<file path="src/rtl/abs_pkg.sv">
// shared types and constants for the alpha blend sprite blitter
package abs_pkg;

    localparam int CFG_INDEX_W = 3;
    localparam int CFG_DATA_W  = 11;
    localparam int ADDRESS_W   = 12;
    localparam int PIXEL_W     = 32;
    localparam int CMD_DEPTH   = 4;
    localparam int RES_DEPTH   = 4;

    typedef enum logic [1:0] {
        F_BLIT    = 2'd0,
        F_WRITE   = 2'd1,
        F_READ    = 2'd2,
        F_RESTART = 2'd3
    } t_func;

    typedef enum logic [1:0] {
        K_NONE  = 2'd0,
        K_BLEND = 2'd1,
        K_WRITE = 2'd2,
        K_READ  = 2'd3
    } t_kind;

    typedef enum logic [CFG_INDEX_W-1:0] {
        CFG_ORIGIN_COL    = 3'd0,
        CFG_ORIGIN_ROW    = 3'd1,
        CFG_SPRITE_WIDTH  = 3'd2,
        CFG_SPRITE_HEIGHT = 3'd3,
        CFG_FRAME_WIDTH   = 3'd4,
        CFG_FRAME_HEIGHT  = 3'd5
    } t_cfg_index;

    typedef struct packed {
        t_kind                kind;
        logic [PIXEL_W-1:0]   pixel;
        logic [ADDRESS_W-1:0] widx;
        logic                 last;
    } t_cmd;

    typedef struct packed {
        logic [PIXEL_W-1:0]   read_data;
        logic                 landed;
        logic [ADDRESS_W-1:0] written_index;
        logic                 sprite_last;
    } t_result;

endpackage

</file>
<file path="src/rtl/abs_cmd_queue.sv">
// short command queue between the front end and the blend back end
module abs_cmd_queue #(
    parameter int AW = 12
) (
    input  logic          i_clk,
    input  logic          i_rst_n,
    input  logic          i_push,
    input  abs_pkg::t_cmd i_cmd,
    input  logic [AW-1:0] i_addr,
    output logic          o_full,
    input  logic          i_pop,
    output logic          o_empty,
    output abs_pkg::t_cmd o_cmd,
    output logic [AW-1:0] o_addr
);

    localparam int PTRW = $clog2(abs_pkg::CMD_DEPTH);

    abs_pkg::t_cmd  r_cmd_mem  [abs_pkg::CMD_DEPTH];
    logic [AW-1:0]  r_addr_mem [abs_pkg::CMD_DEPTH];
    logic [PTRW-1:0] r_wptr, r_rptr;
    logic [PTRW:0]  r_count;
    logic           do_push, do_pop;

    assign o_full  = (32'(r_count) == abs_pkg::CMD_DEPTH);
    assign o_empty = (r_count == '0);
    assign do_push = i_push && !o_full;
    assign do_pop  = i_pop && !o_empty;

    always_ff @(posedge i_clk) begin
        if (!i_rst_n) begin
            r_wptr  <= '0;
            r_rptr  <= '0;
            r_count <= '0;
        end else begin
            if (do_push) r_wptr <= r_wptr + 1'b1;
            if (do_pop)  r_rptr <= r_rptr + 1'b1;
            case ({do_push, do_pop})
                2'b10:   r_count <= r_count + 1'b1;
                2'b01:   r_count <= r_count - 1'b1;
                default: r_count <= r_count;
            endcase
        end
    end

    always_ff @(posedge i_clk) begin
        if (do_push) begin
            r_cmd_mem[r_wptr]  <= i_cmd;
            r_addr_mem[r_wptr] <= i_addr;
        end
    end

    assign o_cmd  = r_cmd_mem[r_rptr];
    assign o_addr = r_addr_mem[r_rptr];

endmodule

</file>
<file path="config.mk">
export PLATFORM = sky130hd
export DESIGN_NAME = abs_cmd_queue
export DESIGN_NICKNAME = d
export VERILOG_FILES = /design/src/rtl/abs_pkg.sv /design/src/rtl/abs_cmd_queue.sv
export SDC_FILE = /design/constraint.sdc
export NUM_CORES = 1
export LEC_CHECK = 0
export BUFFER_PORTS_ARGS = -buffer_cell sky130_fd_sc_hd__buf_2
export CAP_MARGIN = 20
export CORE_ASPECT_RATIO = 0.9
export CORE_MARGIN = 1
export CORE_UTILIZATION = 35
export CTS_BUF_LIST = sky130_fd_sc_hd__clkbuf_8 sky130_fd_sc_hd__clkbuf_16
export CTS_CLUSTER_SIZE = 14
export DETAILED_ROUTE_END_ITERATION = 10
export HOLD_SLACK_MARGIN = 0.1
export PLACE_DENSITY_LB_ADDON = 0.08
export SLEW_MARGIN = 40
export SYNTH_ARGS = -nofsm -noshare
export SYNTH_HDL_FRONTEND = slang
export SYNTH_SLANG_ARGS = --single-unit
</file>
<file path="constraint.sdc">
create_clock -name i_clk -period 3.5 [get_ports i_clk]
set_input_delay 0.7 -clock i_clk [delete_from_list [all_inputs] [get_ports i_clk]]
set_output_delay 0.7 -clock i_clk [all_outputs]
set_load 0.01 [all_outputs]
</file>
==> out/metrics.cfg <==
[worst_setup_path]
cp-endpoint = o_cmd[36]
crit_required_ns = 2.80
r2r-end = r_addr_mem[0][8]
r2r_start = r_count[0]
rr_worst_depth = 4
cp_slowest_cell = dfxtp_4
cp.arrival_ns = 2.28
end_kind = output port
critPathMaxFanout = 26
critPathLaunchType = flip-flop
crit_type = flip-flop to output port
crit_path_cell_trace = buf_12 -> mux4_2 -> buf_2
cpPeakStageDelay_ns = 0.70
r2r_slack_ns = 1.26

[detailed_routing]
route.detailed.drc = 0
vias = 4147
wl_per_cell_microns = 20.3
dr.pass1.iters = 4
ant_nets = 0
wl_microns = 17700
avgViaCountPerCell = 4.74
drtIter0Drc = 237

[timing]
timing.setup.tns_ns = 0
finalCritPeriodShare_pct = 85.2
worst_pin_slew_ns = 0.591
max_freq_mhz = 335
rsz0062_at_grt = no
whs_ns = 0.394
setup_ws_ns = 0.517
setup_violations = 0
maxSlewViolCount = 0
worst_clock_skew_ns = 0.0125
hold_viol_final = 0
max_slew_margin_pct = 60.6
min_period_ns = 2.98

[cts]
cts_tree = done
cts.sinks = 245
cts_buffers = 26
cts_resized = 0
clk_pin_slew_ns = 0.06
cts_hold_buf = 0
insertion_delay_ns = 0.52
cts_max_path_buffers = 3
cts_max_level = 1
post_cts_buffers = 0
root_buffer = clkbuf_16

[cells_and_area]
drive_above_1_share_pct = 44.2
final.fill_count = 2217
areaGrowthSynthToFinish_pct = 20.8
seq_area_sq_um = 7270
multi_input_area_sq_um = 1620
nets = 579

[grt]
use_met1_pct = 18.2
grt_first_pass_wirelength_microns = 26600
grt_util_all_layers_pct = 13.7
antenna_found_initial = 6
use_met2_pct = 21.8
overflow = 0
grt_max_degree = 47
grt_pass1_vias = 4530
grt_use_met3_pct = 3.97
busiest_layer = met2

[floorplanning]
core_area_sq_um = 25200
die_x_microns = 171
row_count = 55
start_util_pct = 35.8
pin_count = 124
fp.dieH_microns = 154
die_area_sq_um = 26400

[logic_synthesis]
ys.flop_type = edfxtp_1
synth_nets = 432
ys_ff_latch = 245
yosysTopAreaCell = edfxtp_1
ys_top_cells_by_count = edfxtp_1 (236), mux4_2 (59), dfxtp_1 (9)
synth.distinct_cells = 24
synth.most_common_cell = edfxtp_1
yosysWarnings = 0
yosysSeqAreaShare_pct = 80.6
synth_area_per_cell_sq_um = 24.8
synth_edf_count = 236
synth_top_cells_by_area = edfxtp_1 (79%), mux4_2 (15%), dfxtp_1 (2.0%)
syn-instance-count = 363
synth_top_area_share_pct = 78.6
async_flop_share_pct = 0
synth_area_sq_um = 9020

[outcome]
status = completed

[place]
io_buffers = 123
gp_congestion = 0.695
post-place-ws_ns = 0.887
dp_hpwl_microns = 10500

[pwr]
power_mw = 7.81
p_sw_mw = 2.03
comb_power_share_pct = 20.5
p_clk_share_pct = 32.1
power.share.switching_pct = 26.0
p_per_area_nw_per_um2 = 717
p_leak_nw = 3.65
internal-power_mw = 5.78
seqPwrFrac_pct = 47.4
ir_drop_mv = 0.381

[min_path]
hold_path_class = input pin to flip-flop

[run]
cap_violations = 0

## cell families after synthesis
logic type	share of synthesized area [%]
xor+xnor	0.194
flops	80.6
compound gates	0.444
fa+ha+maj	0.916
simple gates	1.30
buf+inv	1.58
mux	15.0
## power groups by stage
| stage | clock, mW | sequential, mW | combinational [mW] |
|---|---|---|---|
| 2_1_floorplan | 0 | 3.66 | 1.13 |
| 3_3_place_gp | 0 | 3.76 | 1.64 |
| 3_5_place_dp | 0 | 3.77 | 1.65 |
| 4_1_cts | 2.58 | 3.71 | 1.65 |
| 5_1_grt | 2.69 | 3.74 | 1.74 |
| 6_report | 2.51 | 3.70 | 1.60 |
## critical path, delay by kind of cell, from the launching register on
| family | cells | cell delay [ns] |
|---|---|---|
| mux | 1 | 0.57 |
| flops | 1 | 0.70 |
| buf+inv | 2 | 0.46 |
## how the worst min path moves through the flow
stage                     depth (start not counted)       from  slack (ns)          endpoint
after detailed placement                          2  r_rptr[0]        0.49         r_rptr[0]
after global placement                            2  r_rptr[0]        0.47         r_rptr[0]
after CTS                                         1  i_cmd[17]        0.36  r_cmd_mem[3][17]
final                                             1  i_cmd[15]        0.39  r_cmd_mem[1][15]
after global routing                              1  i_cmd[18]        0.37  r_cmd_mem[3][18]
after floorplan                                   2  r_rptr[0]        0.46         flip-flop
## cells in the final DEF (no fill, tap or decap), types with 4 or more instances in the layout
cell,synthesis,layout
and2_4,0,4
buf_12,2,4
buf_2,3,123
buf_4,4,8
clkbuf_16,0,27
clkinv_1,0,9
clkinv_2,0,5
dfxtp_1,9,7
edfxtp_1,236,236
ha_1,5,5
inv_1,6,12
mux4_2,59,59
nand2_1,7,7
o21ai_0,5,5
## state kept, by name, indices dropped and copies added (netlist names), named ones only
| register | count |
|---|---|
| r_addr_mem | 48 |
| r_cmd_mem | 188 |
| r_count | 3 |
| r_rptr | 2 |
| r_wptr | 2 |
## final cells by class
class / instances / area share (%)
Timing Repair Buffer: 135 / 6.94
Clock buffer: 27 / 6.20
Sequential cell: 245 / 66.8
Antenna cell: 2 / 0.0460
Inverter: 6 / 0.207
Clock inverter: 21 / 1.02
Tap cell: 342 / 3.93
Multi-Input combinational cell: 96 / 14.8
## per-stage QoR
stage / std cells / util, % / instance area, sq um
floorplan: 363 / - / 9020
global placement: 824 / 40.1 / 10100
detailed placement: 824 / 40.1 / 10100
CTS: 872 / 43.2 / 10900
global route: 872 / 43.2 / 10900
finish: 874 / 43.2 / 10900
## per-layer routing
metal / part of all wire (%) / wire length, microns
met1: 44 / 7880
met2: 46 / 8210
met3: 6.5 / 1150
met4: 2.2 / 397
met5: 0.33 / 58
(Power assumes the default switching activity.)
