===== src/rtl/abs_pkg.sv =====
// shared types and constants for the alpha blend sprite blitter
package abs_pkg;

    localparam int CFG_INDEX_W = 3;
    localparam int CFG_DATA_W  = 11;
    localparam int ADDRESS_W   = 12;
    localparam int PIXEL_W     = 32;
    localparam int CMD_DEPTH   = 4;
    localparam int RES_DEPTH   = 4;

    typedef enum logic [1:0] {
        F_BLIT    = 2'd0,
        F_WRITE   = 2'd1,
        F_READ    = 2'd2,
        F_RESTART = 2'd3
    } t_func;

    typedef enum logic [1:0] {
        K_NONE  = 2'd0,
        K_BLEND = 2'd1,
        K_WRITE = 2'd2,
        K_READ  = 2'd3
    } t_kind;

    typedef enum logic [CFG_INDEX_W-1:0] {
        CFG_ORIGIN_COL    = 3'd0,
        CFG_ORIGIN_ROW    = 3'd1,
        CFG_SPRITE_WIDTH  = 3'd2,
        CFG_SPRITE_HEIGHT = 3'd3,
        CFG_FRAME_WIDTH   = 3'd4,
        CFG_FRAME_HEIGHT  = 3'd5
    } t_cfg_index;

    typedef struct packed {
        t_kind                kind;
        logic [PIXEL_W-1:0]   pixel;
        logic [ADDRESS_W-1:0] widx;
        logic                 last;
    } t_cmd;

    typedef struct packed {
        logic [PIXEL_W-1:0]   read_data;
        logic                 landed;
        logic [ADDRESS_W-1:0] written_index;
        logic                 sprite_last;
    } t_result;

endpackage


===== src/rtl/abs_front.sv =====
// front end: configuration, sprite counters, clipping and frame index classification
module abs_front #(
    parameter int FRAME_WORDS   = 4096,
    parameter int MAX_DIMENSION = 1024
) (
    input  logic                                i_clk,
    input  logic                                i_rst_n,
    input  logic                                i_cfg_we,
    input  logic [abs_pkg::CFG_INDEX_W-1:0]     i_cfg_index,
    input  logic [abs_pkg::CFG_DATA_W-1:0]      i_cfg_data,
    input  logic                                i_push,
    output logic                                o_full,
    input  logic [1:0]                          i_func,
    input  logic [abs_pkg::PIXEL_W-1:0]         i_pixel,
    input  logic [abs_pkg::ADDRESS_W-1:0]       i_frame_address,
    output logic                                o_cmd_valid,
    input  logic                                i_cmd_ready,
    output abs_pkg::t_cmd                       o_cmd,
    output logic [$clog2(FRAME_WORDS)-1:0]      o_cmd_addr
);

    localparam int AW   = $clog2(FRAME_WORDS);
    localparam int CNTW = $clog2(MAX_DIMENSION);
    localparam int DW   = $clog2(MAX_DIMENSION + 1);
    localparam int PW   = ((CNTW > 10) ? CNTW : 10) + 2;
    localparam int UW   = PW - 1;
    localparam int IW   = UW + DW + 1;

    function automatic logic [DW-1:0] clamp_dim(input logic [10:0] v, input logic at_least_one);
        logic [DW-1:0] res;
        if (at_least_one && (v == '0)) begin
            res = DW'(1);
        end else if (32'(v) > 32'(MAX_DIMENSION)) begin
            res = DW'(MAX_DIMENSION);
        end else begin
            res = DW'(v);
        end
        return res;
    endfunction

    logic signed [10:0] r_origin_col, r_origin_row;
    logic [10:0]        r_sprite_w, r_sprite_h, r_frame_w, r_frame_h;
    logic [CNTW-1:0]    r_col, r_row, n_col, n_row;

    logic [DW-1:0]      sw, sh, fw, fh;
    logic signed [PW-1:0] pos_col, pos_row;
    logic               in_frame, is_last, accept, f1_ready, f2_ready;
    logic [CNTW:0]      col_inc, row_inc;

    logic               r_f1_v;
    abs_pkg::t_func     r_f1_func;
    logic [abs_pkg::PIXEL_W-1:0]   r_f1_pixel;
    logic [abs_pkg::ADDRESS_W-1:0] r_f1_addr;
    logic [UW-1:0]      r_f1_col, r_f1_row;
    logic               r_f1_in, r_f1_last;

    logic [IW-1:0]      idx;
    logic               idx_ok, addr_ok;
    abs_pkg::t_cmd      n_f2_cmd;
    logic [AW-1:0]      n_f2_addr;

    logic               r_f2_v;
    abs_pkg::t_cmd      r_f2_cmd;
    logic [AW-1:0]      r_f2_addr;

    assign sw = clamp_dim(r_sprite_w, 1'b1);
    assign sh = clamp_dim(r_sprite_h, 1'b1);
    assign fw = clamp_dim(r_frame_w, 1'b0);
    assign fh = clamp_dim(r_frame_h, 1'b0);

    assign f2_ready = !r_f2_v || i_cmd_ready;
    assign f1_ready = !r_f1_v || f2_ready;
    assign o_full   = !f1_ready;
    assign accept   = i_push && f1_ready;

    always_comb begin
        pos_col = $signed({{(PW-11){r_origin_col[10]}}, r_origin_col})
                + $signed({{(PW-CNTW){1'b0}}, r_col});
        pos_row = $signed({{(PW-11){r_origin_row[10]}}, r_origin_row})
                + $signed({{(PW-CNTW){1'b0}}, r_row});
        in_frame = !pos_col[PW-1] && (32'(pos_col[UW-1:0]) < 32'(fw))
                && !pos_row[PW-1] && (32'(pos_row[UW-1:0]) < 32'(fh));
        is_last  = (32'(r_col) == (32'(sw) - 32'd1)) && (32'(r_row) == (32'(sh) - 32'd1));

        col_inc = {1'b0, r_col} + 1'b1;
        row_inc = {1'b0, r_row} + 1'b1;
        n_col   = r_col;
        n_row   = r_row;
        if (accept) begin
            if (abs_pkg::t_func'(i_func) == abs_pkg::F_BLIT) begin
                if (32'(col_inc) >= 32'(sw)) begin
                    n_col = '0;
                    n_row = (32'(row_inc) >= 32'(sh)) ? '0 : row_inc[CNTW-1:0];
                end else begin
                    n_col = col_inc[CNTW-1:0];
                end
            end else if (abs_pkg::t_func'(i_func) == abs_pkg::F_RESTART) begin
                n_col = '0;
                n_row = '0;
            end
        end
    end

    // config and sprite position counters
    always_ff @(posedge i_clk) begin
        if (!i_rst_n) begin
            r_origin_col <= '0;
            r_origin_row <= '0;
            r_sprite_w   <= 11'd1;
            r_sprite_h   <= 11'd1;
            r_frame_w    <= 11'd64;
            r_frame_h    <= 11'd64;
            r_col        <= '0;
            r_row        <= '0;
        end else begin
            r_col <= n_col;
            r_row <= n_row;
            if (i_cfg_we) begin
                unique case (abs_pkg::t_cfg_index'(i_cfg_index))
                    abs_pkg::CFG_ORIGIN_COL:    r_origin_col <= $signed(i_cfg_data);
                    abs_pkg::CFG_ORIGIN_ROW:    r_origin_row <= $signed(i_cfg_data);
                    abs_pkg::CFG_SPRITE_WIDTH:  r_sprite_w   <= i_cfg_data;
                    abs_pkg::CFG_SPRITE_HEIGHT: r_sprite_h   <= i_cfg_data;
                    abs_pkg::CFG_FRAME_WIDTH:   r_frame_w    <= i_cfg_data;
                    abs_pkg::CFG_FRAME_HEIGHT:  r_frame_h    <= i_cfg_data;
                    default: ;
                endcase
            end
        end
    end

    // stage one: clip test on the placed position
    always_ff @(posedge i_clk) begin
        if (!i_rst_n) begin
            r_f1_v <= 1'b0;
        end else if (f1_ready) begin
            r_f1_v <= accept;
        end
    end

    always_ff @(posedge i_clk) begin
        if (accept) begin
            r_f1_func  <= abs_pkg::t_func'(i_func);
            r_f1_pixel <= i_pixel;
            r_f1_addr  <= i_frame_address;
            r_f1_col   <= pos_col[UW-1:0];
            r_f1_row   <= pos_row[UW-1:0];
            r_f1_in    <= in_frame;
            r_f1_last  <= is_last;
        end
    end

    // stage two: row times frame width plus column, then classify
    always_comb begin
        idx     = IW'(r_f1_row) * IW'(fw) + IW'(r_f1_col);
        idx_ok  = 32'(idx) < 32'(FRAME_WORDS);
        addr_ok = 32'(r_f1_addr) < 32'(FRAME_WORDS);

        n_f2_cmd.kind  = abs_pkg::K_NONE;
        n_f2_cmd.pixel = r_f1_pixel;
        n_f2_cmd.widx  = '0;
        n_f2_cmd.last  = 1'b0;
        n_f2_addr      = AW'(r_f1_addr);
        unique case (r_f1_func)
            abs_pkg::F_BLIT: begin
                n_f2_cmd.last = r_f1_last;
                if (r_f1_in && idx_ok) begin
                    n_f2_cmd.kind = abs_pkg::K_BLEND;
                    n_f2_cmd.widx = abs_pkg::ADDRESS_W'(idx);
                    n_f2_addr     = AW'(idx);
                end
            end
            abs_pkg::F_WRITE: begin
                if (addr_ok) n_f2_cmd.kind = abs_pkg::K_WRITE;
            end
            abs_pkg::F_READ: begin
                if (addr_ok) n_f2_cmd.kind = abs_pkg::K_READ;
            end
            abs_pkg::F_RESTART: begin
                n_f2_cmd.kind = abs_pkg::K_NONE;
            end
            default: begin
                n_f2_cmd.kind = abs_pkg::K_NONE;
            end
        endcase
    end

    always_ff @(posedge i_clk) begin
        if (!i_rst_n) begin
            r_f2_v <= 1'b0;
        end else if (f2_ready) begin
            r_f2_v <= r_f1_v;
        end
    end

    always_ff @(posedge i_clk) begin
        if (f2_ready && r_f1_v) begin
            r_f2_cmd  <= n_f2_cmd;
            r_f2_addr <= n_f2_addr;
        end
    end

    assign o_cmd_valid = r_f2_v;
    assign o_cmd       = r_f2_cmd;
    assign o_cmd_addr  = r_f2_addr;

endmodule


===== config.mk =====
export PLATFORM = sky130hd
export DESIGN_NAME = abs_front
export DESIGN_NICKNAME = d
export VERILOG_FILES = /design/src/rtl/abs_pkg.sv /design/src/rtl/abs_front.sv
export SDC_FILE = /design/constraint.sdc
export NUM_CORES = 1
export LEC_CHECK = 0
export BUFFER_PORTS_ARGS = -buffer_cell sky130_fd_sc_hd__buf_4
export CELL_PAD_IN_SITES_DETAIL_PLACEMENT = 2
export CELL_PAD_IN_SITES_GLOBAL_PLACEMENT = 2
export CORE_ASPECT_RATIO = 1.2
export CORE_MARGIN = 2
export CORE_UTILIZATION = 39
export DETAILED_ROUTE_END_ITERATION = 16
export HOLD_SLACK_MARGIN = 0.1
export PLACE_DENSITY = 0.79
export SLEW_MARGIN = 0
export SYNTH_ARGS = -nofsm -noshare
export SYNTH_HDL_FRONTEND = slang
export SYNTH_SLANG_ARGS = --single-unit
export TNS_END_PERCENT = 1

===== constraint.sdc =====
create_clock -name i_clk -period 8.7 [get_ports i_clk]
set_input_delay 1.74 -clock i_clk [delete_from_list [all_inputs] [get_ports i_clk]]
set_output_delay 1.74 -clock i_clk [all_outputs]
set_load 0.05 [all_outputs]

==> results.cfg, run 1 <==
[detailed_routing]
wl_per_cell_um = 22.32
ant_nets = 0
drcViolationCount = 0
drt_wl_total_um = 48010
vias_per_cell = 5.355
drtPass1Iterations = 4
vias = 11518
drt_iter0_drc = 421

[setup_path]
r2r_cells = 19
required_ns = 9.02
critPathMaxFanout = 24
crit_type = flop to flop
crit_family = adder cells
reg2reg_from = r_frame_w[10]
critPathSlowestCell = nor2b_1
setup.worst_path.start_class = flop
cpMostUsedCell = fa_1
cp_slowest_stage_delay_ns = 0.86
cp_data_arrival_time_ns = 8.29
end_kind = flop
critPathBufInv = 3
cp_cell_sequence = nor2b_1 -> nand2_1 -> fa_1 -> fa_1 -> inv_1 -> ha_1 -> fa_1 -> inv_1 -> fa_1 -> inv_1 -> ha_1 -> o211ai_1 -> a21oi_2 -> o211ai_1 -> o31ai_1 -> xor2_1 -> nor4_2 -> nand4_2 -> mux2_2
regToRegEndpoint = o_cmd_addr[1]
r2r_setup_slack_ns = 0.73

[timing]
slew_viol_final = 0
setup_viol = 0
hold_slack_ns = 0.4206
max_freq_ghz = 0.1255
final.setup_skew_ns = 0.02939
setup_tns_ns = 0
finalCritPeriodShare = 0.9162
finalCriticalPeriod_ns = 7.971
worst_slew_pin_slew_ns = 1.113
hold_violations = 0
maxSlewHeadroom = 0.2566
rsz0062_at_grt = no

[grt]
grt_pass1_wl_um = 74460
grt_usage = 0.2404
grt_remaining_overflow = 0
grt_max_degree = 96
grt_pass1_vias = 13147
antenna_found_initial = 0

[power]
intPower_mw = 1.835
switchingPower_uw = 728.5
swShare = 0.2842
p_leak_nw = 7.679
p_per_area_mw_per_mm2 = 148.7
pwr-share-comb = 0.152
pwr-share-clk = 0.394
vdd_drop_max_v = 0.0001287
power_frac_seq = 0.455

[floorplanning]
core_mm2 = 0.03855
die_area_mm2 = 0.04052
start_util = 0.3938
die_h_um = 220.1
top_level_ports = 126
row_count = 79
dieWidth_um = 184.1

[yosys]
ys_warn_count = 0
synth_edf_count = 129
syn-num-nets = 1854
synth_area_leaders = edfxtp_1, fa_1, dfxtp_1, ha_1, nand2_1
netlist-cell-type-count = 69
synth.top_cell.area_share = 0.2552
ys_ff_latch = 217
syn-cell-area_mm2 = 0.01518
async_flop_share = 0
ys_seq_area_frac = 0.3712
syn_inst = 1560
avgSynthCellArea_um2 = 9.730
yosysTopAreaCell = edfxtp_1
synth_ff_type = edfxtp_1

[clock_network]
cts_tree = built
cts_resized = 0
cts.path.max_buffers = 3
cts_htree_levels = 1
cts_buffers = 25
cts_hold_buf = 0
cts_sinks = 217
clk_pin_slew_ns = 0.06
clk_latency_ns = 0.57
cts_root_buffer = clkbuf_16
postCtsSetupBuffers = 0

[final_layout]
multiInputGateArea_mm2 = 0.008591
final_cells = 2151
regArea_mm2 = 0.005635
drive_gt1_frac = 0.1123
num_antenna_cells = 0
synthToLayoutAreaGrowth_pct = 13.57
final_area_mm2 = 0.01724
final_nets = 1941
fillers = 4142

[placement]
place_congestion = 0.8159
dp_cells = 2106
dp_hpwl_um = 37390
placed_area_mm2 = 0.01648
portBuffers = 125

[min_path]
min_path_cells = 0
worstHoldPathType = flop to flop
worstHoldStart = r_f1_pixel[29]
hold_end = o_cmd[42]

[run]
maxCapViolations = 0

[run_status]
status = finished, final reports clean
==> metal layers <==
| layer | vias to the layer above | routed length (um) | track usage | part of all wire |
|---|---|---|---|---|
| li1 | 5382 | - | - | - |
| met2 | 209 | 27430 | 0.4903 | 0.57 |
| met4 | 0 | 1649 | 0.08427 | 0.034 |
| met1 | 5823 | 17400 | 0.2472 | 0.36 |
| met5 | - | 0 | 0 | 0 |
| met3 | 104 | 1518 | 0.03090 | 0.032 |
==> worst register-to-register path: cells and delay by family (launching register included) <==
family                     cells  cell delay, ns
xor gates and xnor gates       1            0.15
AOI/OAI and AO/OA              4            1.11
muxes                          1            0.59
buffers and inverters          3            0.19
DFF                            1            0.59
and+or+nand+nor                4            2.18
adders and majority gates      6            2.93
==> Yosys cell counts (all sizes together), types with 6 or more instances <==
library cell / instances
a211oi: 6
a21boi: 74
a21o: 29
a21oi: 64
a31oi: 10
and2: 49
and3: 23
clkbuf: 62
dfxtp: 88
edfxtp: 129
fa: 94
ha: 135
inv: 183
mux2: 7
mux2i: 12
nand2: 272
nand2b: 11
nand3: 23
nand3b: 17
nand4: 10
nor2: 50
nor2b: 24
nor3: 11
nor4: 7
o211ai: 6
o21a: 7
o21ai: 29
o21bai: 9
o22ai: 9
xnor2: 31
xor2: 34
==> flip-flops by register name (all words and copies together), names as in the netlist, 12 cells and up <==
| name | flops |
|---|---|
| o_cmd | 47 |
| r_f1_pixel | 32 |
| o_cmd_addr | 12 |
| r_f1_addr | 12 |
==> metrics by stage <==
stage                     setup slack, ns    util  power [mW]
after global placement              1.351  0.4276       1.544
after detailed placement           0.8164  0.4276       1.579
after CTS                          0.7299  0.4472       2.596
after floorplan                     1.906       -       1.433
after global routing               0.2753  0.4472       2.674
final                              0.7295  0.4472       2.564
==> layout by cell type, fill, tap and decap left out, types with 17 or more instances in the layout <==
| master | count |
|---|---|
| edfxtp_1 | 129 |
| xor2_1 | 34 |
| fa_1 | 94 |
| dfxtp_1 | 88 |
| nand2_1 | 272 |
| nor2b_1 | 22 |
| ha_1 | 135 |
| a21boi_0 | 73 |
| and2_1 | 49 |
| clkbuf_16 | 25 |
| nand3b_1 | 17 |
| inv_1 | 183 |
| o21ai_0 | 27 |
| and3_1 | 23 |
| nor2_1 | 50 |
| xnor2_1 | 31 |
| buf_4 | 127 |
| a21o_1 | 29 |
| nand3_1 | 23 |
| a21oi_1 | 59 |
==> worst max-delay path by stage <==
stage,startpoint,to,depth (start not counted)
after global placement,r_frame_w[10],o_cmd_addr[0],21
after CTS,r_frame_w[10],o_cmd_addr[1],19
final,r_frame_w[10],o_cmd_addr[1],19
after floorplan,i_cmd_ready,r_row[0],7
after global routing,r_frame_w[10],o_cmd_addr[1],19
after detailed placement,r_frame_w[10],o_cmd_addr[1],19
==> layout make-up <==
cell class	count	share of cell area
sequential	217	0.3269
multi-input combinational	1091	0.4983
inverter	185	0.04028
tap	486	0.03527
timing repair buffer	127	0.05531
clock buffer	32	0.03781
clock inverter	13	0.006097
==> cells by family (layout without fill, tap and decap cells) <==
| logic type | count (synthesis) | after routing | synth area share |
|---|---|---|---|
| xor+xnor | 65 | 65 | 0.03750 |
| compound gates | 261 | 261 | 0.1171 |
| buf+inv | 252 | 357 | 0.06380 |
| fa+ha+maj | 229 | 229 | 0.2352 |
| simple gates | 517 | 517 | 0.1620 |
| flops | 217 | 217 | 0.3712 |
| mux | 19 | 19 | 0.01311 |
==> power by group through the flow <==
stage	logic [mW]	clock network, mW	registers [mW]
after CTS	0.395	1.04	1.17
final	0.389	1.01	1.17
after detailed placement	0.391	0	1.19
after floorplan	0.222	0	1.21
after global placement	0.364	0	1.18
after global routing	0.431	1.07	1.17
No activity file was read; power rests on OpenSTA's default activity.
==> run 2, diff against run 1 <==
--- a/config.mk
+++ b/config.mk
@@ -5,15 +5,17 @@
 export SDC_FILE = /design/constraint.sdc
 export NUM_CORES = 1
 export LEC_CHECK = 0
+export ABC_AREA = 1
 export BUFFER_PORTS_ARGS = -buffer_cell sky130_fd_sc_hd__buf_4
 export CELL_PAD_IN_SITES_DETAIL_PLACEMENT = 2
 export CELL_PAD_IN_SITES_GLOBAL_PLACEMENT = 2
 export CORE_ASPECT_RATIO = 1.2
 export CORE_MARGIN = 2
-export CORE_UTILIZATION = 39
+export CORE_UTILIZATION = 37
 export DETAILED_ROUTE_END_ITERATION = 16
 export HOLD_SLACK_MARGIN = 0.1
 export PLACE_DENSITY = 0.79
+export REMOVE_ABC_BUFFERS = 1
 export SLEW_MARGIN = 0
 export SYNTH_ARGS = -nofsm -noshare
 export SYNTH_HDL_FRONTEND = slang
==> results.cfg, run 2 <==
[min_path]
hold_end = o_cmd[22]
worstHoldStart = r_f1_pixel[9]
min_path_cells = 0
worstHoldPathType = flop to flop

[setup_path]
setup.worst_path.start_class = flop
crit_family = adder cells
r2r_setup_slack_ns = 0.73
critPathBufInv = 6
cp_slowest_stage_delay_ns = 0.65
critPathMaxFanout = 13
regToRegEndpoint = o_cmd_addr[0]
cp_data_arrival_time_ns = 8.26
r2r_cells = 26
required_ns = 8.99
reg2reg_from = r_frame_w[10]
crit_type = flop to flop
critPathSlowestCell = dfxtp_1
end_kind = flop

[floorplanning]
die_h_um = 227.6
top_level_ports = 126
dieWidth_um = 190.4
row_count = 81
die_area_mm2 = 0.04333
start_util = 0.3766
core_mm2 = 0.04094

[power]
p_per_area_mw_per_mm2 = 172.6
power_frac_seq = 0.391
pwr-share-clk = 0.364
switchingPower_mw = 1.034
vdd_drop_max_v = 0.0001517
p_leak_nw = 8.744
pwr-share-comb = 0.245
swShare = 0.3373
intPower_mw = 2.031

[final_layout]
most-common-layout-cells = nand2_1, inv_1, nor2_1
drive_gt1_frac = 0.09684
final_common_cell = nand2_1
synthToLayoutAreaGrowth_pct = 15.18
fillers = 4654
largest_register_ffs = 47
num_antenna_cells = 0
final_nets = 2267

[detailed_routing]
drtPass1Iterations = 4
ant_nets = 0
drt_wl_total_um = 56330
vias = 13176
drcViolationCount = 0
wl_per_cell_um = 22.25
drt_iter0_drc = 438
vias_per_cell = 5.204

[yosys]
synth_edf_count = 129
synthAdderAreaFrac = 0.2316
syn-cell-area_mm2 = 0.01542
synth_compound_area_frac = 0.07092
syn_inst = 1856
ys_warn_count = 0
synth_commonest_cells = nand2_1, inv_1, nor2_1
synth_top_family_by_area = adder cells
ys_seq_area_frac = 0.3655
ys_ff_latch = 217
netlist-cell-type-count = 41
synth.top_cell.area_share = 0.2512
synth_area_leaders = edfxtp_1, fa_1, dfxtp_1, ha_1, nand2_1
yosysMostFrequentCell = nand2_1
async_flop_share = 0
yosysTopAreaCell = edfxtp_1
synth_mux_area_frac = 0
synth_xor_area_frac = 0.02897
synth-simple-area-share = 0.2133
avgSynthCellArea_um2 = 8.307
synth_ff_type = edfxtp_1

[clock_network]
cts_htree_levels = 1
cts_hold_buf = 0
clk_latency_ns = 0.57
cts.path.max_buffers = 3
cts_buffers = 26
clk_pin_slew_ns = 0.06
cts_sinks = 217
cts_root_buffer = clkbuf_16
postCtsSetupBuffers = 0
cts_tree = built
cts_resized = 0

[timing]
rsz0062_at_grt = no
setup_tns_ns = 0
finalCritPeriodShare = 0.9165
max_freq_ghz = 0.1254
final.setup_skew_ns = 0.01598
setup_viol = 0
slew_viol_final = 0
hold_violations = 0
worst_slew_pin_slew_ns = 1.137
finalCriticalPeriod_ns = 7.974
maxSlewHeadroom = 0.2391
hold_slack_ns = 0.4231

[grt]
antenna_found_initial = 0
grt_max_degree = 77
grt_remaining_overflow = 0
grt_usage = 0.2620
grt_pass1_wl_um = 86110
grt_pass1_vias = 15170

[placement]
portBuffers = 125
dp_hpwl_um = 43450
place_congestion = 0.8698

[run]
maxCapViolations = 0

[run_status]
status = finished, final reports clean
run 2: cell types whose count changed in the layout (fill, tap and decap cells not counted), moves of 26 or more:
| cell | delta |
|---|---|
| and2_1 | -49 |
| o21ai_0 | +64 |
| a21o_1 | -27 |
| xnor2_1 | -26 |
| a21oi_1 | +40 |
| nand2_1 | +112 |
| a21boi_0 | -72 |
| nor2_1 | +186 |
| inv_1 | +133 |
| nand3_1 | +59 |
run 2: power by group through the flow:
stage | logic (mW) | registers (mW) | clock network, mW
6_report | 0.750 | 1.20 | 1.12
5_1_grt | 0.837 | 1.20 | 1.17
4_1_cts | 0.760 | 1.20 | 1.14
3_5_place_dp | 0.743 | 1.22 | 0
3_3_place_gp | 0.684 | 1.21 | 0
2_1_floorplan | 0.438 | 1.24 | 0
run 2: kinds of logic (layout without fill, tap and decap cells):
kind of cell               after synthesis  in the layout
adders and majority gates              229            229
xor gates and xnor gates                51             51
and+or+nand+nor                        787            787
DFF                                    217            217
buffers and inverters                  364            501
AOI/OAI and AO/OA                      208            208
run 2: layer usage:
layer,vias up,track usage,routed length (um)
li1,6160,-,-
met1,6572,0.2582,19770
met5,-,0,0
met3,164,0.03393,1812
met4,0,0.1415,3253
met2,280,0.5243,31500
run 2: worst max path at each step:
stage / start / end / slack, ns / depth (start not counted)
5_1_grt: r_frame_w[10] / o_cmd_addr[0] / 0.27 / 26
3_5_place_dp: r_frame_w[10] / o_cmd_addr[0] / 0.93 / 26
3_3_place_gp: r_frame_w[10] / o_cmd_addr[0] / 1.46 / 26
6_report: r_frame_w[10] / o_cmd_addr[0] / 0.73 / 26
2_1_floorplan: r_frame_w[10] / o_cmd_addr[0] / 2.83 / 28
4_1_cts: r_frame_w[10] / o_cmd_addr[0] / 0.65 / 26
run 2: layout make-up:
type / instances / area, um2 / area share
Multi-Input combinational cell: 1275 / 8412 / 0.4737
Sequential cell: 217 / 5635 / 0.3173
Inverter: 324 / 1216 / 0.06848
Timing Repair Buffer: 129 / 968.4 / 0.05453
Clock buffer: 37 / 733.2 / 0.04129
Tap cell: 539 / 674.4 / 0.03797
Clock inverter: 11 / 120.1 / 0.006763
run 2: worst reg2reg max path, cell delays in order, from the launching register on:
cell      delay (ns)
dfxtp_1         0.65
inv_1           0.21
a21oi_1         0.45
inv_1           0.22
nand2_1         0.25
clkinv_1        0.35
nand2_1         0.23
fa_1            0.43
inv_1           0.10
fa_1            0.48
fa_1            0.48
fa_1            0.55
inv_1           0.06
fa_1            0.55
inv_1           0.05
ha_1            0.39
nand2_2         0.14
nor2_2          0.26
nand3_1         0.23
nand3_1         0.21
nand2_1         0.09
nand3_1         0.10
nand3_1         0.10
nor2_1          0.14
nand4_1         0.55
nand2_1         0.28
nand2_1         0.15
run 2: stage by stage:
stage               worst slack (ns)  utilization  instance area, um2  total power, mW  std cells
global placement               1.463       0.4129               16910            1.895       2484
CTS                           0.6504       0.4337               17760            3.096       2532
floorplan                      2.828            -               15250            1.678       1816
global route                  0.2650       0.4337               17760            3.213       2532
detailed placement            0.9326       0.4129               16910            1.962       2484
finish                        0.7262       0.4337               17760            3.065       2532
==> run 3, diff against run 2 <==
--- a/config.mk
+++ b/config.mk
@@ -12,9 +12,10 @@
 export CORE_ASPECT_RATIO = 1.2
 export CORE_MARGIN = 2
 export CORE_UTILIZATION = 37
+export CTS_CLUSTER_SIZE = 12
 export DETAILED_ROUTE_END_ITERATION = 16
 export HOLD_SLACK_MARGIN = 0.1
-export PLACE_DENSITY = 0.79
+export PLACE_DENSITY = 0.86
 export REMOVE_ABC_BUFFERS = 1
 export SLEW_MARGIN = 0
 export SYNTH_ARGS = -nofsm -noshare
==> results.cfg, run 3 (same netlist as run 2, synthesis figures left out) <==
[detailed_routing]
vias_per_cell = 5.373
ant_nets = 0
wl_per_cell_um = 24.16
drtPass1Iterations = 5
drt_iter0_drc = 564
drt_wl_total_um = 61180
vias = 13605
drcViolationCount = 0

[grt]
grt_remaining_overflow = 0
grt_pass1_vias = 15852
antenna_found_initial = 0
grt_usage = 0.2829
grt_pass1_wl_um = 92390
grt_max_degree = 77

[placement]
place_congestion = 0.8941
portBuffers = 125
dp_hpwl_um = 46020

[timing]
hold_slack_ns = 0.4266
setup_viol = 0
slew_viol_final = 0
finalCriticalPeriod_ns = 8.230
finalCritPeriodShare = 0.9460
final.setup_skew_ns = 0.02637
max_freq_ghz = 0.1215
worst_slew_pin_slew_ns = 1.024
setup_tns_ns = 0
hold_violations = 0
maxSlewHeadroom = 0.3145
rsz0062_at_grt = no

[run_status]
status = finished, final reports clean

[floorplanning]
top_level_ports = 126
row_count = 81
dieWidth_um = 190.4
core_mm2 = 0.04094
die_area_mm2 = 0.04333
die_h_um = 227.6
start_util = 0.3766

[setup_path]
critPathSlowestCell = dfxtp_1
critical_path.startpoint = r_frame_w[10]
cp_data_arrival_time_ns = 8.49
reg2reg_from = r_frame_w[10]
cpMostUsedCell = nand2_1
r2r_setup_slack_ns = 0.47
crit_end = o_cmd_addr[4]
end_kind = flop
critPathMaxFanout = 13
regToRegEndpoint = o_cmd_addr[4]
required_ns = 8.96
cp_slowest_stage_delay_ns = 0.66
crit_type = flop to flop
setup.worst_path.start_class = flop
r2r_cells = 26

[power]
pwr-share-clk = 0.354
power_frac_seq = 0.390
switchingPower_mw = 1.076
p_per_area_mw_per_mm2 = 173.3
intPower_mw = 1.998
vdd_drop_max_v = 0.0001298
p_leak_nw = 8.741
pwr-share-comb = 0.255
swShare = 0.3500

[final_layout]
synthToLayoutAreaGrowth_pct = 15.05
final_nets = 2267
drive_gt1_frac = 0.09834
num_antenna_cells = 0
largest_register_ffs = 47
fillers = 4615
final_common_cell = nand2_1
most-common-layout-cells = nand2_1, inv_1, nor2_1

[clock_network]
postCtsSetupBuffers = 0
cts_root_buffer = clkbuf_16
clk_latency_ns = 0.57
clk_pin_slew_ns = 0.06
cts_resized = 0
cts.path.max_buffers = 3
cts_buffers = 26
cts_tree = built
cts_sinks = 217
cts_htree_levels = 1
cts_hold_buf = 0

[min_path]
worstHoldPathType = flop to flop

[run]
maxCapViolations = 0
run 3: layer usage:
layer / up-vias / track usage / routed length [um] / part of all wire
li1: 6164 / - / - / -
met1: 6840 / 0.2679 / 20900 / 0.34
met2: 383 / 0.5702 / 34230 / 0.56
met3: 218 / 0.03378 / 1815 / 0.030
met4: 0 / 0.1770 / 4234 / 0.069
met5: - / 0 / 0 / 0
run 3: how the worst min path moves through the flow:
stage                              start  depth (start not counted)  slack, ns         to
after floorplan            r_f1_pixel[0]                          0       0.40  o_cmd[13]
after global placement    r_f1_pixel[20]                          0       0.40  o_cmd[33]
after detailed placement  r_f1_pixel[12]                          0       0.41  o_cmd[25]
after CTS                 r_f1_pixel[12]                          0       0.43  o_cmd[25]
after global routing      r_f1_pixel[12]                          0       0.43  o_cmd[25]
final                     r_f1_pixel[12]                          0       0.43  o_cmd[25]
run 3: metrics by stage:
step	power (mW)	worst slack, ns	cells	instance area (um2)	utilization
6_report	3.074	0.4701	2532	17740	0.4333
5_1_grt	3.193	0.2173	2532	17740	0.4333
4_1_cts	3.094	0.6101	2532	17740	0.4333
3_5_place_dp	1.979	0.6727	2484	16910	0.4129
3_3_place_gp	1.885	1.493	2484	16910	0.4129
2_1_floorplan	1.678	2.828	1816	15250	-
run 3: layout make-up:
class	instances	area, um2	area share
flip-flops and latches	217	5635	0.3177
repair buffers	129	968.4	0.05459
clock inverters	11	78.83	0.004444
multi-input cells	1275	8412	0.4742
well taps	539	674.4	0.03802
clock buffers	37	754.5	0.04253
inverters	324	1216	0.06856
run 3: worst max-delay path: cells and delay by family (launching register included):
family / cells / cell delay (ns)
adder cells (fa/ha/maj): 6 / 2.96
AO/OA/AOI/OAI: 1 / 0.38
flip-flops: 1 / 0.66
AND/OR/NAND/NOR: 13 / 2.85
buffers and inverters: 6 / 1.06
run 3: power by group through the flow:
| stage | Clock, mW | Combinational (mW) | Sequential [mW] |
|---|---|---|---|
| 4_1_cts | 1.11 | 0.785 | 1.20 |
| 3_3_place_gp | 0 | 0.676 | 1.21 |
| 6_report | 1.09 | 0.784 | 1.20 |
| 3_5_place_dp | 0 | 0.760 | 1.22 |
| 2_1_floorplan | 0 | 0.438 | 1.24 |
| 5_1_grt | 1.14 | 0.854 | 1.20 |
